--- src/rtl/core/hashed_prefix_lru_index_macros.svh ---
// ============================================================================
// Assertion macros for the hashed prefix LRU index
// Shared property forms; simulation builds get checks, synthesis gets nothing.
// ============================================================================
`ifndef HASHED_PREFIX_LRU_INDEX_MACROS_SVH
`define HASHED_PREFIX_LRU_INDEX_MACROS_SVH
`ifndef SYNTH
// Same-cycle implication, sampled on clk and disabled while rst_n is low.
`define HPLI_ASSERT_IMP(label, ante, cons) \
    label: assert property (@(posedge clk) disable iff (!rst_n) (ante) |-> (cons)) \
        else $error("hpli check failed");
// Next-cycle implication, sampled on clk and disabled while rst_n is low.
`define HPLI_ASSERT_NEXT(label, ante, cons) \
    label: assert property (@(posedge clk) disable iff (!rst_n) (ante) |=> (cons)) \
        else $error("hpli check failed");
`else
`define HPLI_ASSERT_IMP(label, ante, cons)
`define HPLI_ASSERT_NEXT(label, ante, cons)
`endif
`endif

--- src/rtl/core/hpli_pkg.sv ---
// ============================================================================
// hpli_pkg
// Types, codes and the FNV-1a fold shared by the prefix index and its cells.
// ============================================================================
package hpli_pkg;

    localparam logic [63:0] FNV_BASIS  = 64'hcbf29ce484222325;
    localparam logic [63:0] FNV_PRIME  = 64'h00000100000001b3;
    localparam int unsigned SLOT_IDX_W = 4;

    typedef enum logic [1:0] {
        CMD_RECORD,
        CMD_LOOKUP,
        CMD_CLEAR,
        CMD_SAVINGS
    } hpli_cmd_t;

    typedef enum logic [1:0] {
        STATUS_OK,
        STATUS_INVALID,
        STATUS_NOT_FOUND
    } hpli_status_t;

    typedef struct packed {
        hpli_cmd_t   cmd;
        logic [7:0]  data_byte;
        logic        byte_valid;
        logic        last_byte;
        logic [19:0] count_value;
    } hpli_in_t;

    typedef struct packed {
        hpli_status_t status;
        logic [19:0]  found_depth;
        logic [63:0]  hit_total;
        logic [63:0]  miss_total;
        logic [63:0]  saved_total;
    } hpli_out_t;

    // Search token that walks the row of slot cells.
    typedef struct packed {
        logic                  valid;
        logic                  match;
        logic [SLOT_IDX_W-1:0] match_idx;
        logic [19:0]           match_depth;
        logic                  empty;
        logic [SLOT_IDX_W-1:0] empty_idx;
        logic [31:0]           min_age;
        logic [SLOT_IDX_W-1:0] min_idx;
    } hpli_tok_t;

    // Slot update broadcast to every cell.
    typedef struct packed {
        logic                  clear_all;
        logic                  en;
        logic [SLOT_IDX_W-1:0] idx;
        logic                  key_en;
        logic                  depth_en;
        logic                  age_en;
        logic [63:0]           key;
        logic [19:0]           depth;
        logic [31:0]           age;
    } hpli_wr_t;

    // One FNV-1a step; the multiply by the prime is a fixed shift-and-add.
    function automatic logic [63:0] fnv_fold(input logic [63:0] h, input logic [7:0] b);
        logic [63:0] x;
        x = h ^ {56'd0, b};
        return x + (x << 1) + (x << 4) + (x << 5) + (x << 7) + (x << 8) + (x << 40);
    endfunction

endpackage

--- src/rtl/core/hpli_cell.sv ---
// ============================================================================
// hpli_cell
// One table slot: holds key, depth and age, and folds itself into the
// search token passed on to the next cell.
// ============================================================================
module hpli_cell
    import hpli_pkg::*;
#(
    parameter int unsigned CELL_INDEX = 0
)
(
    input  logic        clk,
    input  logic        rst_n,
    input  logic [63:0] probe_key,
    input  hpli_tok_t   tok_in,
    output hpli_tok_t   tok_out,
    input  hpli_wr_t    wr
);

    localparam logic [SLOT_IDX_W-1:0] MY_IDX = SLOT_IDX_W'(CELL_INDEX);

    logic [63:0] key_reg,   key_next;
    logic [19:0] depth_reg, depth_next;
    logic [31:0] age_reg,   age_next;
    hpli_tok_t   tok_reg,   tok_next;
    logic        sel;

    assign sel = wr.en && (wr.idx == MY_IDX);

    always_comb
    begin
        tok_next = tok_in;
        // The probe key is never zero, so an empty slot cannot match it.
        if (!tok_in.match && (key_reg == probe_key))
        begin
            tok_next.match       = 1'b1;
            tok_next.match_idx   = MY_IDX;
            tok_next.match_depth = depth_reg;
        end
        if (!tok_in.empty && (key_reg == 64'd0))
        begin
            tok_next.empty     = 1'b1;
            tok_next.empty_idx = MY_IDX;
        end
        // Strict compare keeps the lowest index on equal ages.
        if (age_reg < tok_in.min_age)
        begin
            tok_next.min_age = age_reg;
            tok_next.min_idx = MY_IDX;
        end
    end

    always_comb
    begin
        key_next   = key_reg;
        depth_next = depth_reg;
        age_next   = age_reg;
        if (wr.clear_all)
        begin
            key_next   = '0;
            depth_next = '0;
            age_next   = '0;
        end
        else if (sel)
        begin
            if (wr.key_en)
            begin
                key_next = wr.key;
            end
            if (wr.depth_en)
            begin
                depth_next = wr.depth;
            end
            if (wr.age_en)
            begin
                age_next = wr.age;
            end
        end
    end

    always_ff @(posedge clk or negedge rst_n)
    begin
        if (!rst_n)
        begin
            key_reg   <= '0;
            depth_reg <= '0;
            age_reg   <= '0;
            tok_reg   <= '0;
        end
        else
        begin
            key_reg   <= key_next;
            depth_reg <= depth_next;
            age_reg   <= age_next;
            tok_reg   <= tok_next;
        end
    end

    assign tok_out = tok_reg;

endmodule

--- src/rtl/core/hashed_prefix_lru_index.sv ---
// ============================================================================
// hashed_prefix_lru_index
// Prompt prefix table: FNV-1a hash of streamed bytes, LRU slot replacement.
// ============================================================================
// Usage:
//   Input beats are taken on start while busy is low, one beat per cycle.
//   A beat without last_byte only folds its byte into the running hash and
//   leaves busy low, so prompt bytes stream at one per clock.
//   A beat with last_byte finishes the hash and runs cmd on the table. A
//   search token then walks the row of SLOT_COUNT slot cells, one cell per
//   cycle, and the table is updated when it leaves the last cell. busy is
//   high from the accepting edge until the result beat appears on result
//   with done high for one cycle; the length of the cell row sets how long
//   a closing beat takes.
//   The result must be taken in the cycle done is high; the receiver cannot
//   stall it, and a new beat may be started in that same cycle.
//   Reset empties every slot, clears the counters and the use tick, and
//   loads the running hash with the FNV offset basis.
// ============================================================================
`include "hashed_prefix_lru_index_macros.svh"

module hashed_prefix_lru_index
    import hpli_pkg::*;
#(
    parameter int unsigned SLOT_COUNT = 4
)
(
    input  logic      clk,
    input  logic      rst_n,
    input  logic      start,
    output logic      busy,
    input  hpli_in_t  item,
    output logic      done,
    output hpli_out_t result
);

    typedef enum logic {
        S_IDLE,
        S_SCAN
    } state_t;

    state_t       state_reg,  state_next;
    logic [63:0]  hash_reg,   hash_next;
    logic [63:0]  key_reg,    key_next;
    hpli_cmd_t    cmd_reg,    cmd_next;
    logic [19:0]  count_reg,  count_next;
    logic         launch_reg, launch_next;
    logic [31:0]  tick_reg,   tick_next;
    logic [63:0]  hit_reg,    hit_next;
    logic [63:0]  miss_reg,   miss_next;
    logic [63:0]  saved_reg,  saved_next;
    logic         done_reg,   done_next;
    hpli_out_t    result_reg, result_next;

    logic         accept;
    logic         apply;
    logic [63:0]  folded;
    logic [SLOT_IDX_W-1:0] victim;
    hpli_tok_t    tok_head;
    hpli_tok_t    tok [SLOT_COUNT+1];
    hpli_tok_t    tok_end;
    hpli_wr_t     wr;

    assign busy    = (state_reg != S_IDLE);
    assign accept  = start && !busy;
    assign tok_end = tok[SLOT_COUNT];
    assign apply   = (state_reg == S_SCAN) && tok_end.valid;
    assign folded  = item.byte_valid ? fnv_fold(hash_reg, item.data_byte) : hash_reg;

    always_comb
    begin
        tok_head         = '0;
        tok_head.valid   = launch_reg;
        tok_head.min_age = '1;
    end

    assign tok[0] = tok_head;

    for (genvar i = 0; i < SLOT_COUNT; i++)
    begin : g_cell
        hpli_cell #(
            .CELL_INDEX(i)
        ) u_cell (
            .clk      (clk),
            .rst_n    (rst_n),
            .probe_key(key_reg),
            .tok_in   (tok[i]),
            .tok_out  (tok[i+1]),
            .wr       (wr)
        );
    end

    // A matching slot wins, then the first empty slot, else the oldest one.
    assign victim = tok_end.match ? tok_end.match_idx :
                    tok_end.empty ? tok_end.empty_idx : tok_end.min_idx;

    always_comb
    begin
        state_next  = state_reg;
        hash_next   = hash_reg;
        key_next    = key_reg;
        cmd_next    = cmd_reg;
        count_next  = count_reg;
        launch_next = 1'b0;
        tick_next   = tick_reg;
        hit_next    = hit_reg;
        miss_next   = miss_reg;
        saved_next  = saved_reg;
        done_next   = 1'b0;
        result_next = result_reg;
        wr          = '0;
        wr.key      = key_reg;
        wr.depth    = count_reg;
        wr.age      = tick_reg + 32'd1;
        wr.idx      = victim;

        unique case (state_reg)
            S_IDLE:
            begin
                if (accept)
                begin
                    if (item.last_byte)
                    begin
                        key_next    = (folded == 64'd0) ? 64'd1 : folded;
                        hash_next   = FNV_BASIS;
                        cmd_next    = item.cmd;
                        count_next  = item.count_value;
                        launch_next = 1'b1;
                        state_next  = S_SCAN;
                    end
                    else
                    begin
                        hash_next = folded;
                    end
                end
            end
            S_SCAN:
            begin
                if (apply)
                begin
                    result_next.status      = STATUS_OK;
                    result_next.found_depth = '0;
                    unique case (cmd_reg)
                        CMD_RECORD:
                        begin
                            if (count_reg == 20'd0)
                            begin
                                result_next.status = STATUS_INVALID;
                            end
                            else
                            begin
                                tick_next   = tick_reg + 32'd1;
                                wr.en       = 1'b1;
                                wr.key_en   = 1'b1;
                                wr.depth_en = 1'b1;
                                wr.age_en   = 1'b1;
                            end
                        end
                        CMD_LOOKUP:
                        begin
                            if (tok_end.match)
                            begin
                                result_next.found_depth = tok_end.match_depth;
                                tick_next = tick_reg + 32'd1;
                                hit_next  = hit_reg + 64'd1;
                                wr.en     = 1'b1;
                                wr.age_en = 1'b1;
                            end
                            else
                            begin
                                miss_next          = miss_reg + 64'd1;
                                result_next.status = STATUS_NOT_FOUND;
                            end
                        end
                        CMD_CLEAR:
                        begin
                            wr.clear_all = 1'b1;
                        end
                        CMD_SAVINGS:
                        begin
                            saved_next = saved_reg + 64'(count_reg);
                        end
                    endcase
                    result_next.hit_total   = hit_next;
                    result_next.miss_total  = miss_next;
                    result_next.saved_total = saved_next;
                    done_next  = 1'b1;
                    state_next = S_IDLE;
                end
            end
        endcase
    end

    always_ff @(posedge clk or negedge rst_n)
    begin
        if (!rst_n)
        begin
            state_reg  <= S_IDLE;
            hash_reg   <= FNV_BASIS;
            key_reg    <= '0;
            cmd_reg    <= CMD_RECORD;
            count_reg  <= '0;
            launch_reg <= 1'b0;
            tick_reg   <= '0;
            hit_reg    <= '0;
            miss_reg   <= '0;
            saved_reg  <= '0;
            done_reg   <= 1'b0;
            result_reg <= '0;
        end
        else
        begin
            state_reg  <= state_next;
            hash_reg   <= hash_next;
            key_reg    <= key_next;
            cmd_reg    <= cmd_next;
            count_reg  <= count_next;
            launch_reg <= launch_next;
            tick_reg   <= tick_next;
            hit_reg    <= hit_next;
            miss_reg   <= miss_next;
            saved_reg  <= saved_next;
            done_reg   <= done_next;
            result_reg <= result_next;
        end
    end

    assign done   = done_reg;
    assign result = result_reg;

    `HPLI_ASSERT_IMP(a_token_end_in_scan, tok_end.valid, state_reg == S_SCAN)
    `HPLI_ASSERT_NEXT(a_done_single_beat, done_reg, !done_reg)
    `HPLI_ASSERT_NEXT(a_last_goes_busy, accept && item.last_byte, busy && !done_reg)
    `HPLI_ASSERT_NEXT(a_byte_no_result, accept && !item.last_byte, !busy && !done_reg)

endmodule

--- config.mk ---
export PLATFORM = sky130hd
export DESIGN_NAME = hashed_prefix_lru_index
export DESIGN_NICKNAME = d
export VERILOG_FILES = /design/src/rtl/core/hpli_pkg.sv /design/src/rtl/core/hpli_cell.sv /design/src/rtl/core/hashed_prefix_lru_index.sv
export VERILOG_INCLUDE_DIRS = /design/src /design/src/rtl/core
export SDC_FILE = /design/constraint.sdc
export NUM_CORES = 2
export LEC_CHECK = 0
export BUFFER_PORTS_ARGS = -buffer_cell sky130_fd_sc_hd__buf_4
export CAP_MARGIN = 20
export CORE_UTILIZATION = 63
export CTS_CLUSTER_DIAMETER = 150
export CTS_CLUSTER_SIZE = 16
export DETAILED_ROUTE_END_ITERATION = 12
export PLACE_DENSITY = 0.86
export SETUP_SLACK_MARGIN = 0.2
export SYNTH_ARGS = -nofsm -noshare
export SYNTH_HDL_FRONTEND = slang
export SYNTH_SLANG_ARGS = --single-unit
--- constraint.sdc ---
create_clock -name clk -period 9.7 [get_ports clk]
set_input_delay 1.94 -clock clk [delete_from_list [all_inputs] [get_ports clk]]
set_output_delay 1.94 -clock clk [all_outputs]
set_load 0.1 [all_outputs]
==> impl_metrics.tcl <==
set metrics [dict create \
    setup-tns-final_ns 0 \
    worstSetupPathType "in -> reg" \
    status "finished, final reports clean" \
    portBuffers 250 \
    cts_resized 0 \
    cp.buffers_inverters 3 \
    slew_viol_final 0 \
    vias 44047 \
    synth_edf_count 0 \
    synth_fp_nets 6301 \
    cts_hold_buf 0 \
    cts_tree "yes" \
    cp_max_fo 8 \
    ios 251 \
    worst_ep_arrival_time_ns 8.66 \
    ys_seq_area_share_pct 45.6 \
    grt_max_degree 191 \
    grt_pass1_vias 44571 \
    drtIter0Drc 4409 \
    crit_path_start_kind "input port" \
    register_area_sq_um 26700 \
    place.gp.congestion 1.05 \
    postSynthCellCount 5794 \
    ant_nets 0 \
    grt_pass1_wl_mm 275 \
    drive_gt1_share_pct 11.0 \
    multi_input_comb_area_sq_um 28800 \
    worst_slew_pin_slew_ns 1.02 \
    path_cells "buf_4 -> xor2_1 -> inv_1 -> fa_1 -> inv_1 -> fa_1 -> fa_1 -> ha_1 -> ha_1 -> nand4_1 -> nor3_1 -> o211ai_1 -> and4_1 -> a211oi_1 -> and4_1 -> nand3_1 -> or4_1 -> nor4_2 -> o2111ai_1 -> nor4_1 -> nand4_1 -> o211ai_2" \
    hold_ws_ns 0.347 \
    cts_inserted_buffers 76 \
    rsz0062_at_grt "no" \
    cts_sinks 1066 \
    grt_overflow_total 0 \
    synth_seq_cells 1066 \
    synth_area_leaders "dfrtp_1, fa_1, xnor2_1, nand2_1, ha_1" \
    yosys.area.top_type "dfrtp_1" \
    first_pass_iters 8 \
    antenna_found_initial 6 \
    final-hold-violation-count 0 \
    crit_top_cell "fa_1" \
    worstSetupEndpointType "flop" \
    synth_ff_type "dfrtp_1" \
    finalWirelength_mm 181 \
    drt-vias-per-instance 6.16 \
    cts_root_buf "clkbuf_16" \
    nets 6384 \
    htreeDepth 3 \
    routedWlPerCell_um 25.3 \
    n_fill_cell 6700 \
    cpLargestDelayFamily "simple AND/OR/NAND/NOR gates" \
    synth_top_area_share_pct 44.4 \
    die_w_um 307 \
    post_cts_buffers 0 \
    largest_reg_flops 256 \
    rows 111 \
    synth_area_per_cell_sq_um 10.1 \
    die_h_um 307 \
    skew_ns 0.0294 \
    grtUsageTotal_pct 39.1 \
    required_ns 10.30 \
    synthesis.area_sq_um 58500 \
    clk_pin_slew_ns 0.08 \
    initial_core_util_pct 63.8 \
    insertion_delay_ns 0.69 \
    synthArstFlopShare_pct 100 \
    yosys_warnings 0 \
    slew_headroom_pct 32.1 \
    hp-class "reg -> reg" \
    synthDistinctLibCells 92 \
    setup_viol 0 \
    maxCapViolations 0 \
    period_needed_ns 8.06 \
    drc_errors 0 \
    syn2layout_area_growth_pct 8.66 \
    slowest_stage "xor2_1" \
    critPathMaxStageDelay_ns 0.65 \
    core_area_sq_um 91800 \
    fin_crit_sh_pct 83.1 \
    fmax_ghz 0.124 \
    cts.path.max_buffers 3 \
    place_hpwl_mm 137 \
    dieArea_sq_um 94100 \
]
[per-layer routing]
| metal | GRT usage (%) | wire length [um] |
|---|---|---|
| met5 | 1.14 | 174 |
| met4 | 17.6 | 9280 |
| met3 | 10.5 | 18800 |
| met2 | 58.6 | 80200 |
| met1 | 53.5 | 72200 |
[area by class of cell]
class	instances	share of cell area (%)
Multi-Input combinational cell	3891	45.3
Sequential cell	1066	42.0
Timing Repair Buffer	309	3.82
Inverter	533	3.15
Clock buffer	102	3.14
Tap cell	1243	2.44
Clock inverter	8	0.179
Antenna cell	2	0.00787
[cells by family (layout without fill, tap and decap cells)]
logic type	Yosys count	in the layout	synth area share [%]
and+or+nand+nor	1671	1671	13.4
DFF	1066	1066	45.6
AOI/OAI and AO/OA	977	977	9.96
buffers and inverters	837	952	5.42
xor gates and xnor gates	560	560	8.38
adders and majority gates	472	472	13.2
muxes	211	211	3.98
other	0	2	0
[synth_stat cells, drive strengths merged (14+ instances only)]
| library cell | n |
|---|---|
| o21a | 17 |
| a21oi | 117 |
| inv | 533 |
| o21ai | 538 |
| a21o | 69 |
| or2 | 14 |
| mux2i | 41 |
| dfrtp | 1038 |
| nor4 | 114 |
| buf | 40 |
| and3 | 62 |
| mux2 | 170 |
| o31ai | 18 |
| fa | 246 |
| o22ai | 31 |
| nor3 | 43 |
| a211oi | 30 |
| a31oi | 21 |
| nand3 | 125 |
| xor2 | 182 |
| and2 | 37 |
| clkbuf | 264 |
| nand2b | 24 |
| a22oi | 21 |
| nor2b | 21 |
| nor2 | 197 |
| xnor2 | 378 |
| ha | 226 |
| dfstp | 28 |
| nand2 | 840 |
| and4 | 21 |
| nand4 | 130 |
| a22o | 25 |
[final timing paths]
path | start | endpoint | slack (ns) | cells after the start
max | item[29] | key_reg[0] | 1.64 | 22
min | launch_reg | g_cell[0].u_cell.tok_out[66] | 0.35 | 0
min reg2reg | launch_reg | g_cell[0].u_cell.tok_out[66] | 0.35 | 0
max reg2reg | hash_reg[36] | key_reg[0] | 2.08 | 21
min in group asynchronous | rst_n | result[29] | 1.22 | 1
max in group asynchronous | rst_n | g_cell[1].u_cell.key_reg[25] | 6.36 | 3
[through the flow]
stage,worst slack [ns],instances,utilization (%),instance area (sq um)
floorplan,2.05,5794,-,58500
global placement,1.03,7040,66.9,61400
detailed placement,1.01,7040,66.9,61400
CTS,1.69,7150,69.2,63600
global route,1.36,7152,69.3,63600
finish,1.64,7154,69.3,63600
[cells in the final DEF, fill, tap and decap left out, types with 28 or more instances in the layout]
cell type	instances
a211oi_1	30
a21o_1	68
a21oi_1	111
and2_1	36
and3_1	62
buf_4	301
clkbuf_16	76
dfrtp_1	1038
dfstp_2	28
fa_1	246
ha_1	226
inv_1	531
mux2_2	169
mux2i_1	41
nand2_1	838
nand3_1	121
nand4_1	130
nor2_1	189
nor3_1	39
nor4_1	112
o21ai_0	529
o22ai_1	31
xnor2_1	378
xor2_1	182
Power is left out: the tool's default activity adds up to more than one toggle a clock period on the data nets, which glitch-free logic cannot reach.
